### config.mk
export PLATFORM = sky130hd
export DESIGN_NAME = pool_allocator_oldest_eviction_core_flat
export DESIGN_NICKNAME = d
export VERILOG_FILES = /design/src/rtl/paoe_pkg.sv /design/src/rtl/paoe_if.sv /design/src/rtl/pool_allocator_oldest_eviction_core.sv /design/src/flat_wrapper.sv
export VERILOG_INCLUDE_DIRS = /design/src /design/src/rtl
export SDC_FILE = /design/constraint.sdc
export NUM_CORES = 2
export LEC_CHECK = 0
export BUFFER_PORTS_ARGS = -buffer_cell sky130_fd_sc_hd__buf_2
export CORE_MARGIN = 10
export CORE_UTILIZATION = 63
export DETAILED_ROUTE_END_ITERATION = 10
export PLACE_DENSITY_LB_ADDON = 0.3
export SLEW_MARGIN = 20
export SYNTH_ARGS = -nofsm -noshare
export SYNTH_HDL_FRONTEND = slang
export SYNTH_SLANG_ARGS = --single-unit
### constraint.sdc
create_clock -name clock -period 7.7 [get_ports clock]
set_input_delay 0.77 -clock clock [delete_from_list [all_inputs] [get_ports clock]]
set_output_delay 0.77 -clock clock [all_outputs]
set_load 0.01 [all_outputs]
### src/rtl/pool_allocator_oldest_eviction_core_assert.svh
// Assertion macros used by the pool allocator core.
`ifndef POOL_ALLOCATOR_OLDEST_EVICTION_CORE_ASSERT_SVH
`define POOL_ALLOCATOR_OLDEST_EVICTION_CORE_ASSERT_SVH
`ifndef SYNTHESIS
// Same-cycle implication.
`define PAOE_ASSERT_IMPL(label, clk, rst, ante, cons) \
   label: assert property (@(posedge clk) disable iff (rst) (ante) |-> (cons)) \
      else $error("pool allocator assertion failed");
// Next-cycle implication.
`define PAOE_ASSERT_NEXT(label, clk, rst, ante, cons) \
   label: assert property (@(posedge clk) disable iff (rst) (ante) |=> (cons)) \
      else $error("pool allocator assertion failed");
`else
`define PAOE_ASSERT_IMPL(label, clk, rst, ante, cons)
`define PAOE_ASSERT_NEXT(label, clk, rst, ante, cons)
`endif
`endif

### src/rtl/paoe_pkg.sv
// Shared constants and codes of the pool allocator.
`default_nettype none
package paoe_pkg;
   localparam int SLOTS_DEFAULT = 64;
   localparam int SLOT_FIELD_W  = 6;

   localparam logic FUNC_ALLOC = 1'b0;
   localparam logic FUNC_FREE  = 1'b1;

   localparam logic STATUS_OK         = 1'b0;
   localparam logic STATUS_NOT_ACTIVE = 1'b1;
endpackage
`default_nettype wire

### src/rtl/paoe_if.sv
// Request and response channel interfaces of the pool allocator.
`default_nettype none
interface paoe_req_if import paoe_pkg::*; ();
   logic                    valid;
   logic                    ready;
   logic                    func;
   logic [SLOT_FIELD_W-1:0] slot_to_free;

   modport source (output valid, output func, output slot_to_free, input ready);
   modport sink   (input valid, input func, input slot_to_free, output ready);
endinterface

interface paoe_rsp_if import paoe_pkg::*; ();
   logic                    valid;
   logic                    ready;
   logic [SLOT_FIELD_W-1:0] granted_slot;
   logic                    evicted;
   logic                    status;

   modport source (output valid, output granted_slot, output evicted, output status,
                   input ready);
   modport sink   (input valid, input granted_slot, input evicted, input status,
                   output ready);
endinterface
`default_nettype wire

### src/rtl/pool_allocator_oldest_eviction_core.sv
// Pool allocator with LIFO free store and oldest-first eviction.
//
// Channels: req_chan carries one request (func, slot_to_free); rsp_chan returns
// exactly one response (granted_slot, evicted, status) per request, in order.
// Both use valid/ready; a transfer happens on a rising edge with both high.
// Sequence: an accepted request reads the free store and the link and
// active-bit memories (registered reads); in the update state that follows,
// once the output register is free, all list updates are written and the
// response register loads. req_chan.ready is low during the update state, so
// the block takes no new request until the last one's update is done.
// Reset (synchronous, active high) starts a clearing pass over the active-bit
// memory, one entry per cycle; req_chan.ready stays low until it ends. The
// free store needs no pass: a high-water mark tells written entries from those
// never written, which are taken as their own index.
// Stall: a response waits in the output register while rsp_chan.ready is low;
// one more request is still accepted and parks in its update cycle until the
// output register is free, then req_chan.ready stays low.
`default_nettype none
`include "pool_allocator_oldest_eviction_core_assert.svh"
module pool_allocator_oldest_eviction_core import paoe_pkg::*; #(
   parameter int SLOTS = SLOTS_DEFAULT
) (
   input  wire logic  clock,
   input  wire logic  reset,
   paoe_req_if.sink   req_chan,
   paoe_rsp_if.source rsp_chan
);
   localparam int SW = $clog2(SLOTS);
   localparam int CW = $clog2(SLOTS + 1);
   localparam logic [CW-1:0] SLOTS_C = CW'(SLOTS);

   typedef enum logic [2:0] {
      ST_CLEAR = 3'b001,
      ST_IDLE  = 3'b010,
      ST_EXEC  = 3'b100
   } state_type;

   state_type state_ff, state_in;
   logic [SW-1:0] clr_ff, clr_in;
   logic [CW-1:0] free_count_ff, free_count_in;
   logic [CW-1:0] hw_ff, hw_in;
   logic [SW-1:0] newest_ff, newest_in;
   logic [SW-1:0] oldest_ff, oldest_in;

   // latched request
   logic                    func_ff;
   logic [SLOT_FIELD_W-1:0] tgt_ff;

   // response register
   logic                    rsp_valid_ff, rsp_valid_in;
   logic [SLOT_FIELD_W-1:0] granted_ff, granted_in;
   logic                    evicted_ff, evicted_in;
   logic                    status_ff, status_in;

   // memories and their registered read data
   logic [SW-1:0] free_mem   [SLOTS];
   logic [SW-1:0] newer_mem  [SLOTS];
   logic [SW-1:0] older_mem  [SLOTS];
   logic          active_mem [SLOTS];
   logic [SW-1:0] free_rd_ff, newer_rd_ff, older_rd_ff;
   logic          active_rd_ff;

   // write ports
   logic          free_we, newer_we, older_we, active_we;
   logic [SW-1:0] free_wa, newer_wa, older_wa, active_wa;
   logic [SW-1:0] free_wd, newer_wd, older_wd;
   logic          active_wd;

   logic          accept, exec_go, list_empty, pool_empty, tgt_ok, free_ok;
   logic          nw_valid, od_valid;
   logic [CW-1:0] ptr_full, ptr_dec;
   logic [SW-1:0] ptr, tgt_idx, tgt_idx_req, newer_ra, pop_s, alloc_s;

   // handshake
   assign req_chan.ready        = (state_ff == ST_IDLE);
   assign accept                = req_chan.valid && req_chan.ready;
   assign exec_go               = (state_ff == ST_EXEC) && (!rsp_valid_ff || rsp_chan.ready);
   assign rsp_chan.valid        = rsp_valid_ff;
   assign rsp_chan.granted_slot = granted_ff;
   assign rsp_chan.evicted      = evicted_ff;
   assign rsp_chan.status       = status_ff;

   // free store pointer and list occupancy
   assign ptr_full    = SLOTS_C - free_count_ff;
   assign ptr_dec     = ptr_full - CW'(1);
   assign ptr         = ptr_full[SW-1:0];
   assign list_empty  = (free_count_ff == SLOTS_C);
   assign pool_empty  = (free_count_ff == '0);
   assign tgt_idx_req = SW'(req_chan.slot_to_free);
   assign tgt_idx     = SW'(tgt_ff);
   assign newer_ra    = (req_chan.func == FUNC_ALLOC) ? oldest_ff : tgt_idx_req;

   // slot from the free store: entries never written are taken as their own index
   assign pop_s    = (ptr_full >= hw_ff) ? ptr : free_rd_ff;
   assign alloc_s  = pool_empty ? oldest_ff : pop_s;
   assign tgt_ok   = int'(tgt_ff) < SLOTS;
   assign free_ok  = tgt_ok && active_rd_ff && !list_empty;
   assign nw_valid = (tgt_idx != newest_ff);
   assign od_valid = (tgt_idx != oldest_ff);

   // sequencer and list update
   always_comb begin
      state_in      = state_ff;
      clr_in        = clr_ff;
      free_count_in = free_count_ff;
      hw_in         = hw_ff;
      newest_in     = newest_ff;
      oldest_in     = oldest_ff;
      rsp_valid_in  = rsp_valid_ff && !rsp_chan.ready;
      granted_in    = granted_ff;
      evicted_in    = evicted_ff;
      status_in     = status_ff;
      free_we       = 1'b0;
      free_wa       = ptr_dec[SW-1:0];
      free_wd       = tgt_idx;
      newer_we      = 1'b0;
      newer_wa      = newest_ff;
      newer_wd      = alloc_s;
      older_we      = 1'b0;
      older_wa      = alloc_s;
      older_wd      = newest_ff;
      active_we     = 1'b0;
      active_wa     = alloc_s;
      active_wd     = 1'b1;
      case (state_ff)
         ST_CLEAR: begin
            // sweep the active bits to zero
            active_we = 1'b1;
            active_wa = clr_ff;
            active_wd = 1'b0;
            clr_in    = clr_ff + SW'(1);
            if (int'(clr_ff) == SLOTS - 1) begin
               state_in = ST_IDLE;
            end
         end
         ST_IDLE: begin
            if (accept) begin
               state_in = ST_EXEC;
            end
         end
         ST_EXEC: begin
            if (exec_go) begin
               state_in     = ST_IDLE;
               rsp_valid_in = 1'b1;
               if (func_ff == FUNC_ALLOC) begin
                  granted_in = SLOT_FIELD_W'(alloc_s);
                  evicted_in = pool_empty;
                  status_in  = STATUS_OK;
                  if (pool_empty) begin
                     // unlink the oldest slot; the next newer one becomes oldest
                     oldest_in = newer_rd_ff;
                  end else begin
                     free_count_in = free_count_ff - CW'(1);
                     if (ptr_full >= hw_ff) begin
                        hw_in = ptr_full + CW'(1);
                     end
                  end
                  // link the slot at the newest end
                  if (list_empty) begin
                     oldest_in = alloc_s;
                  end else begin
                     older_we = 1'b1;
                     newer_we = 1'b1;
                  end
                  newest_in = alloc_s;
                  active_we = 1'b1;
               end else begin
                  granted_in = '0;
                  evicted_in = 1'b0;
                  if (free_ok) begin
                     status_in = STATUS_OK;
                     // bridge the neighbors around the freed slot
                     if (nw_valid) begin
                        older_we = 1'b1;
                        older_wa = newer_rd_ff;
                        older_wd = older_rd_ff;
                     end else begin
                        newest_in = older_rd_ff;
                     end
                     if (od_valid) begin
                        newer_we = 1'b1;
                        newer_wa = older_rd_ff;
                        newer_wd = newer_rd_ff;
                     end else begin
                        oldest_in = newer_rd_ff;
                     end
                     active_we     = 1'b1;
                     active_wa     = tgt_idx;
                     active_wd     = 1'b0;
                     free_we       = 1'b1;
                     free_count_in = free_count_ff + CW'(1);
                  end else begin
                     status_in = STATUS_NOT_ACTIVE;
                  end
               end
            end
         end
         default: begin
            state_in = ST_CLEAR;
         end
      endcase
   end

   // control registers
   always_ff @(posedge clock) begin
      if (reset) begin
         state_ff      <= ST_CLEAR;
         clr_ff        <= '0;
         free_count_ff <= SLOTS_C;
         hw_ff         <= '0;
         rsp_valid_ff  <= 1'b0;
      end else begin
         state_ff      <= state_in;
         clr_ff        <= clr_in;
         free_count_ff <= free_count_in;
         hw_ff         <= hw_in;
         rsp_valid_ff  <= rsp_valid_in;
      end
   end

   // list ends, latched request and response payload
   always_ff @(posedge clock) begin
      newest_ff  <= newest_in;
      oldest_ff  <= oldest_in;
      granted_ff <= granted_in;
      evicted_ff <= evicted_in;
      status_ff  <= status_in;
      if (accept) begin
         func_ff <= req_chan.func;
         tgt_ff  <= req_chan.slot_to_free;
      end
   end

   // free store memory
   always_ff @(posedge clock) begin
      if (free_we) begin
         free_mem[free_wa] <= free_wd;
      end
      if (accept) begin
         free_rd_ff <= free_mem[ptr];
      end
   end

   // newer-link memory
   always_ff @(posedge clock) begin
      if (newer_we) begin
         newer_mem[newer_wa] <= newer_wd;
      end
      if (accept) begin
         newer_rd_ff <= newer_mem[newer_ra];
      end
   end

   // older-link memory
   always_ff @(posedge clock) begin
      if (older_we) begin
         older_mem[older_wa] <= older_wd;
      end
      if (accept) begin
         older_rd_ff <= older_mem[tgt_idx_req];
      end
   end

   // active-bit memory
   always_ff @(posedge clock) begin
      if (active_we) begin
         active_mem[active_wa] <= active_wd;
      end
      if (accept) begin
         active_rd_ff <= active_mem[tgt_idx_req];
      end
   end

   // checks
   `PAOE_ASSERT_NEXT(a_accept_exec, clock, reset, accept, state_ff == ST_EXEC)
   `PAOE_ASSERT_IMPL(a_count_range, clock, reset, 1'b1, free_count_ff <= SLOTS_C)
   `PAOE_ASSERT_IMPL(a_high_water, clock, reset, 1'b1, ptr_full <= hw_ff)
   `PAOE_ASSERT_NEXT(a_evict_empty, clock, reset, exec_go && (func_ff == FUNC_ALLOC), evicted_ff == ($past(free_count_ff) == '0))
   `PAOE_ASSERT_IMPL(a_status_alloc, clock, reset, rsp_valid_ff && (status_ff == STATUS_NOT_ACTIVE), !evicted_ff && (granted_ff == '0))
endmodule
`default_nettype wire
### src/flat_wrapper.sv
// flat-port wrapper written by rule: the top's interface ports become plain ports
module pool_allocator_oldest_eviction_core_flat import paoe_pkg::*;
#(
   parameter int SLOTS = SLOTS_DEFAULT
)
  (clock, reset, req_chan_valid, req_chan_func, req_chan_slot_to_free, req_chan_ready, rsp_chan_valid, rsp_chan_granted_slot, rsp_chan_evicted, rsp_chan_status, rsp_chan_ready);
  paoe_req_if req_chan_i ();
  paoe_rsp_if rsp_chan_i ();
  input  wire logic clock;
  input  wire logic reset;
  input wire logic [$bits(req_chan_i.valid)-1:0] req_chan_valid;
  input wire logic [$bits(req_chan_i.func)-1:0] req_chan_func;
  input wire logic [$bits(req_chan_i.slot_to_free)-1:0] req_chan_slot_to_free;
  output wire logic [$bits(req_chan_i.ready)-1:0] req_chan_ready;
  output wire logic [$bits(rsp_chan_i.valid)-1:0] rsp_chan_valid;
  output wire logic [$bits(rsp_chan_i.granted_slot)-1:0] rsp_chan_granted_slot;
  output wire logic [$bits(rsp_chan_i.evicted)-1:0] rsp_chan_evicted;
  output wire logic [$bits(rsp_chan_i.status)-1:0] rsp_chan_status;
  input wire logic [$bits(rsp_chan_i.ready)-1:0] rsp_chan_ready;
  assign req_chan_i.valid = req_chan_valid;
  assign req_chan_i.func = req_chan_func;
  assign req_chan_i.slot_to_free = req_chan_slot_to_free;
  assign req_chan_ready = req_chan_i.ready;
  assign rsp_chan_valid = rsp_chan_i.valid;
  assign rsp_chan_granted_slot = rsp_chan_i.granted_slot;
  assign rsp_chan_evicted = rsp_chan_i.evicted;
  assign rsp_chan_status = rsp_chan_i.status;
  assign rsp_chan_i.ready = rsp_chan_ready;
  pool_allocator_oldest_eviction_core #(.SLOTS(SLOTS)) u_core (.clock(clock), .reset(reset), .req_chan(req_chan_i), .rsp_chan(rsp_chan_i));
endmodule
# Word level (Yosys, flattened, before mapping)
# Memories as Yosys holds them, arrays and structs flattened. A register that Yosys moved wholly into a read port is not among the register bits.
# Index checks and enable logic that the tools add are counted.
dict set report classes {
  add_sub_neg 6
  order_cmp 1
  n_eq_ne 14
  mux 74
  bitwise_logic 2
  reduce_logical 16
}
# cell count
set op_table {}
lappend op_table {{6-bit two-way mux} 34}
lappend op_table {{1-bit two-way mux} 30}
lappend op_table {{7-bit two-way mux} 3}
lappend op_table {{7-bit by 1-bit adder with 7-bit output (second input constant)} 2}
lappend op_table {{6-bit inequality test} 2}
lappend op_table {{6-bit case mux with 2 select lines} 1}
lappend op_table {{5-bit AND reduction} 2}
lappend op_table {{3-bit two-way mux} 3}
lappend op_table {{3-bit case mux with 3 select lines} 1}
lappend op_table {{2-bit inequality test (second input constant)} 4}
lappend op_table {{4-bit AND reduction} 2}
lappend op_table {{7-bit == test (second input constant)} 1}
lappend op_table {{7-bit >= comparator} 1}
lappend op_table {{7-bit logical NOT} 1}
lappend op_table {{7-bit by 1-bit subtractor with 7-bit output (second input constant)} 1}
lappend op_table {{7-bit subtractor (first input constant)} 1}
lappend op_table {{6-bit by 1-bit adder with 6-bit output (second input constant)} 1}
lappend op_table {{6-bit by 1-bit == test with 1-bit output (second input constant)} 1}
lappend op_table {{2-bit by 1-bit inequality test with 1-bit output (second input constant)} 3}
lappend op_table {{6-bit by 1-bit subtractor with 6-bit output (second input constant)} 1}
lappend op_table {{1-bit logical AND} 4}
lappend op_table {{1-bit case mux with 2 select lines} 2}
lappend op_table {{3-bit by 1-bit == test with 1-bit output (second input constant)} 1}
lappend op_table {{3-bit by 2-bit == test with 1-bit output (second input constant)} 1}
lappend op_table {{other kinds (7)} 10}
dict set report totals {
  regBits 51
  ramBits 1216
  input_bits 11
  output_inout_bits 10
  memories 4
}
# memory depth width read_ports rd_ports_with_merged_regs write_ports line_no
set memory_table {}
lappend memory_table {u_core.free_mem 64 6 1 1 1 pool_allocator_oldest_eviction_core.sv:56} ;# logic [SW-1:0] free_mem [SLOTS];
lappend memory_table {u_core.newer_mem 64 6 1 1 1 pool_allocator_oldest_eviction_core.sv:57} ;# logic [SW-1:0] newer_mem [SLOTS];
lappend memory_table {u_core.older_mem 64 6 1 1 1 pool_allocator_oldest_eviction_core.sv:58} ;# logic [SW-1:0] older_mem [SLOTS];
lappend memory_table {u_core.active_mem 64 1 1 1 1 pool_allocator_oldest_eviction_core.sv:59} ;# logic active_mem [SLOTS];

# Longest topological paths before layout
dict set report depth {
  ltp_word 9
  ltp_mapped 19
}

# Least setup slack after synthesis
# Ideal clock, no wire load.
dict set report synth_timing {
  path_kind {register -> register}
  startpoint {register u_core.free_count_ff[0]}
  endpoint {memory u_core.newer_mem[0][4] (netlist name), data pin}
  t_arrival_ns 6.296
  setup_slack_ns 0.702
  path_stages_with_launch 17
  path_buffers 6
  period_less_slack_ns 6.998
  path_cell_list {dfxtp_1 buf_2 buf_2 inv_1 ha_1 clkbuf_1 xnor2_1 clkbuf_1 clkbuf_1 ha_1 a21o_1 a31oi_1 o211a_1 a211oi_1 or2_2 clkbuf_1 o21ai_0}
}
dict set report synth_between {
  elab_chain_cells 9
  elab_cells_between_ends 13
}
# element line_no
set synth_rtl {}
lappend synth_rtl {{start: declaration} pool_allocator_oldest_eviction_core.sv:40} ;# logic [CW-1:0] free_count_ff, free_count_in;
lappend synth_rtl {{start signal: assignment} pool_allocator_oldest_eviction_core.sv:215} ;# free_count_ff <= free_count_in;
lappend synth_rtl {{7-bit subtractor} pool_allocator_oldest_eviction_core.sv:84} ;# assign ptr_full = SLOTS_C - free_count_ff;
lappend synth_rtl {{7-bit >= comparator} pool_allocator_oldest_eviction_core.sv:94} ;# assign pop_s = (ptr_full >= hw_ff) ? ptr : free_rd_ff;
lappend synth_rtl {{6-bit two-way mux} pool_allocator_oldest_eviction_core.sv:94}
lappend synth_rtl {{6-bit two-way mux} pool_allocator_oldest_eviction_core.sv:95} ;# assign alloc_s = pool_empty ? oldest_ff : pop_s;
lappend synth_rtl {{6-bit two-way mux} pool_allocator_oldest_eviction_core.sv:180} ;# if (od_valid) begin
lappend synth_rtl {{6-bit two-way mux} pool_allocator_oldest_eviction_core.sv:170} ;# if (free_ok) begin
lappend synth_rtl {{6-bit two-way mux} pool_allocator_oldest_eviction_core.sv:145} ;# if (func_ff == FUNC_ALLOC) begin
lappend synth_rtl {{6-bit two-way mux} pool_allocator_oldest_eviction_core.sv:142} ;# if (exec_go) begin
lappend synth_rtl {{6-bit two-way mux (*)} pool_allocator_oldest_eviction_core.sv:125} ;# case (state_ff)
lappend synth_rtl {{named net u_core.newer_wd[4]} pool_allocator_oldest_eviction_core.sv:66} ;# logic [SW-1:0] free_wd, newer_wd, older_wd;
lappend synth_rtl {{end: declaration} pool_allocator_oldest_eviction_core.sv:57}
# The timed path passes the listed nets; every way through them passes the cells marked *.

# Worst setup path in the final report
dict set report layout_timing {
  startpoint {register u_core.free_count_ff[0]}
  endpoint {memory u_core.older_mem[57][3] (netlist name) (enable)}
}
dict set report layout_between {
  elab_chain_cells 9
  elab_cells_between_ends 20
}
# element line_no
set layout_rtl {}
lappend layout_rtl {{7-bit subtractor or 7-bit == test (tied branches)} {pool_allocator_oldest_eviction_core.sv:84, pool_allocator_oldest_eviction_core.sv:87}}
lappend layout_rtl {{7-bit >= comparator or 1-bit logical NOT (tied branches)} {pool_allocator_oldest_eviction_core.sv:94, pool_allocator_oldest_eviction_core.sv:97}}
lappend layout_rtl {{6-bit two-way mux or 1-bit logical AND (tied branches)} {pool_allocator_oldest_eviction_core.sv:94, pool_allocator_oldest_eviction_core.sv:97}}
lappend layout_rtl {{6-bit two-way mux or 1-bit two-way mux (tied branches)} {pool_allocator_oldest_eviction_core.sv:95, pool_allocator_oldest_eviction_core.sv:170}}
lappend layout_rtl {{6-bit two-way mux or 1-bit two-way mux (tied branches)} {pool_allocator_oldest_eviction_core.sv:173, pool_allocator_oldest_eviction_core.sv:145}}
lappend layout_rtl {{6-bit two-way mux or 1-bit two-way mux (tied branches)} {pool_allocator_oldest_eviction_core.sv:170, pool_allocator_oldest_eviction_core.sv:142}}
lappend layout_rtl {{6-bit two-way mux or 1-bit two-way mux (tied branches)} {pool_allocator_oldest_eviction_core.sv:145, pool_allocator_oldest_eviction_core.sv:125}}
lappend layout_rtl {{6-bit two-way mux or 1-bit two-way mux (tied branches)} {pool_allocator_oldest_eviction_core.sv:142, pool_allocator_oldest_eviction_core.sv:256}}
lappend layout_rtl {{6-bit two-way mux or 1-bit two-way mux (tied branches)} {pool_allocator_oldest_eviction_core.sv:125, pool_allocator_oldest_eviction_core.sv:257}}
lappend layout_rtl {{end: declaration} pool_allocator_oldest_eviction_core.sv:58}
# Parallel ways exist; a longest one is shown, timed or not.

==> run_results.csv <==
group,metric,value,unit
outcome,status,"finished clean",
global_routing,grt_max_degree,68,
place,pre_cts_slack,1.85,ns
critical_path,crit_path_end_kind,"flop",
critical_path,critPathKind,"flop to flop",
place,hpwl,70600,um
routing,drc,0,
cells_and_area,final_cell_mix,"edfxtp_1, mux4_2, nor2_1",
timing,rsz0062_at_grt,"false",
cts,clock-sinks,1286,
timing,slew_headroom,25.8,%
logic_synthesis,syn_area,52100,um2
cts,clock-root-buffer,"clkbuf_16",
worst_hold_path,worstHoldPathCells,1,
critical_path,path_max_fanout,17,
logic_synthesis,yosysSeqAreaShare,73.7,%
power,p_leak,17.8,nW
timing,drv_slew,0,
logic_synthesis,yosys.area.top_type_share,72.8,%
cells_and_area,areaGrowthSynthToFinish,10.1,%
power,powerDensity,241,nW/um2
global_routing,grt_use_total,25.1,%
cts,cts.repair.resized,0,
floorplanning,die_x,307,um
worst_hold_path,hold_path_end,"u_core.free_wd[4]",
logic_synthesis,synth-edff-count,1262,
logic_synthesis,async_flop_share,0,%
logic_synthesis,syn_avg_cell_area,19.7,um2
timing,fin_tns_setup,0,ns
power,vdd_drop_max,272,uV
critical_path,r2r-end,"u_core.older_mem[57][3]",
cts,postCtsHoldBufs,0,
timing,setup_viol,0,
global_routing,grt_pass1_vias,26800,
cells_and_area,stdcell_area,57300,um2
routing,via_per_inst,6.94,
worst_hold_path,min_from,"req_chan_slot_to_free[4]",
floorplanning,io_pins,21,
floorplanning,rows,105,
critical_path,reg2reg_depth,13,
cts,clk_latency,0.72,ns
floorplanning,start_util,63.5,%
critical_path,required,8.00,ns
timing,clock-skew-final,0.0633,ns
critical_path,critPathArrivalTime,6.34,ns
place,gp_routability_congestion,0.898,
routing,drt_pre_antenna_iters,6,
cells_and_area,final_common_cell,"edfxtp_1",
floorplanning,die-area,94500,um2
global_routing,antenna_found_initial,4,
logic_synthesis,ys_seq_elements,1286,
place,portBuffers,20,
routing,wirelength,118000,um
logic_synthesis,synth_top_area_cell,"edfxtp_1",
worst_hold_path,hp-class,"primary input to flop",
power,power,13.8,mW
routing,ant_nets,0,
routing,wire_per_inst,30.5,um
cts,cts_setup_buffers,0,
routing,vias,26800,
cts,clk_pin_slew,0.06,ns
cts,numCtsBuffers,121,
timing,tightest_slew,1.08,ns
timing,fin_crit_sh,78.5,%
timing,fin_crit,6.04,ns
cts,htree_levels,3,
global_routing,grt_remaining_overflow,0,
global_routing,grt_pass1_wl,177000,um
logic_synthesis,syn_nets,2668,
floorplanning,design.core.area,82000,um2
logic_synthesis,synth_area_leaders,"edfxtp_1, mux4_2, nor2_1",
timing,fin_ws,1.66,ns
floorplanning,die_h,307,um
timing,fmax,165,MHz
cells_and_area,nFillCells,4844,
logic_synthesis,synth_ff_type,"edfxtp_1",
critical_path,critPathLaunchType,"flop",
critical_path,reg2reg_from,"u_core.free_count_ff[0]",
cts,clk_path_buf_depth,3,
logic_synthesis,synthCells,2641,
cells_and_area,num-nets-final,2723,
logic_synthesis,ys_warn_count,0,
place,place_area,53500,um2
critical_path,r2r_setup_slack,1.66,ns
timing,hold_viol_final,0,
job,maxCapViolations,0,
cts,cts_tree,"built",
cells_and_area,layout-drive-gt1-share,23.5,%
logic_synthesis,yosysUniqueCellTypes,75,
routing,drtIter0Drc,3714,
==> state kept, by name, summed over array words and instances (netlist names) <==
| signal | count |
|---|---|
| u_core.free_wd | 6 |
| u_core.clr_ff | 6 |
| u_core.active_mem | 64 |
| u_core.active_rd_ff | 1 |
| u_core.oldest_ff | 6 |
| u_core.free_mem | 384 |
| u_core.func_ff | 1 |
| u_core.rsp_chan.status | 1 |
| u_core.rsp_chan.granted_slot | 6 |
| u_core.free_rd_ff | 6 |
| u_core.newer_mem | 384 |
| u_core.newer_rd_ff | 6 |
| u_core.older_mem | 384 |
| u_core.rsp_chan.evicted | 1 |
| u_core.state_ff | 3 |
| u_core.older_rd_ff | 6 |
| u_core.rsp_chan.valid | 1 |
| u_core.newest_ff | 6 |
| u_core.free_count_ff | 7 |
| u_core.hw_ff | 7 |
==> layout make-up <==
type                            instances  area [um2]  area share (%)
Multi-Input combinational cell       1202       13300            23.1
Sequential cell                      1286       38400            66.9
Clock buffer                          147        3200            5.57
Clock inverter                         72         643            1.12
Inverter                               23        86.3           0.151
Antenna cell                            1        2.50         0.00436
Timing Repair Buffer                   62         448           0.781
Tap cell                             1070        1340            2.33
==> report_power, final <==
part / leakage, nW / switching [mW] / internal (mW) / total (mW)
Sequential: 11.7 / 0.00813 / 7.60 / 7.60
Combinational: 4.31 / 0.251 / 0.176 / 0.428
Clock: 1.86 / 2.57 / 3.19 / 5.76
Total: 17.8 / 2.83 / 11.0 / 13.8
==> cells in the mapped netlist, drive strengths merged (7+ instances only) <==
master  instances
edfxtp       1262
mux4          363
nor2          307
nand2         112
clkbuf         78
mux2i          60
buf            52
o21ai          33
nor3           25
dfxtp          24
nand3          24
inv            20
a21oi          16
a32oi          16
xor2           16
ha             15
nand2b         15
o22ai          15
a21o           13
xnor2          13
a211oi         12
a31oi          10
a22oi           9
a41oi           9
and3            9
mux2            9
nor4            9
o211ai          7
o31ai           7
or3             7
==> logic make-up after synthesis <==
group	Yosys count	synth area share (%)
muxes	432	17.0
buffers and inverters	153	1.17
DFF	1286	73.7
adders and majority gates	16	0.399
xor gates and xnor gates	29	0.524
AOI/OAI and AO/OA	179	2.53
and+or+nand+nor	546	4.63
==> per-layer routing <==
| layer | vias up | part of all wire, % | GRT usage [%] |
|---|---|---|---|
| li1 | 10900 | - | - |
| met1 | 13800 | 38 | 36.2 |
| met2 | 1760 | 48 | 39.2 |
| met5 | - | 0.024 | 0 |
| met3 | 277 | 10 | 4.60 |
| met4 | 4 | 3.3 | 7.86 |
==> worst max-delay path, stage by stage (launching register included) <==
cell	delay (ns)
dfxtp_4	0.41
inv_1	0.21
ha_4	0.25
or4b_1	0.69
or3_1	0.61
nand2_1	0.20
ha_1	0.29
a21oi_1	0.14
and3_1	0.26
o21ai_1	0.23
a211oi_1	0.82
or2_2	0.34
a41oi_2	0.53
nor2_1	0.65
==> worst max-delay path by stage <==
stage / slack (ns) / startpoint / end
6_report: 1.66 / u_core.free_count_ff[0] / u_core.older_mem[57][3]
5_1_grt: 1.41 / u_core.free_count_ff[0] / u_core.older_mem[57][3]
4_1_cts: 1.80 / u_core.free_count_ff[0] / u_core.older_mem[57][3]
3_5_place_dp: 1.85 / u_core.free_count_ff[0] / u_core.older_mem[57][3]
3_3_place_gp: 2.08 / u_core.free_count_ff[0] / u_core.older_mem[49][3]
2_1_floorplan: 0.70 / u_core.free_count_ff[0] / u_core.newer_mem[0][4]
==> per-stage QoR <==
stage	utilization [%]	hold WS, ns	cells
final	70.0	0.379	3863
after global routing	70.0	0.348	3862
after CTS	69.9	0.334	3861
after detailed placement	65.2	0.494	3642
after global placement	65.2	0.488	3642
after floorplan	-	0.467	2641
No activity file was read; power rests on OpenSTA's default activity.
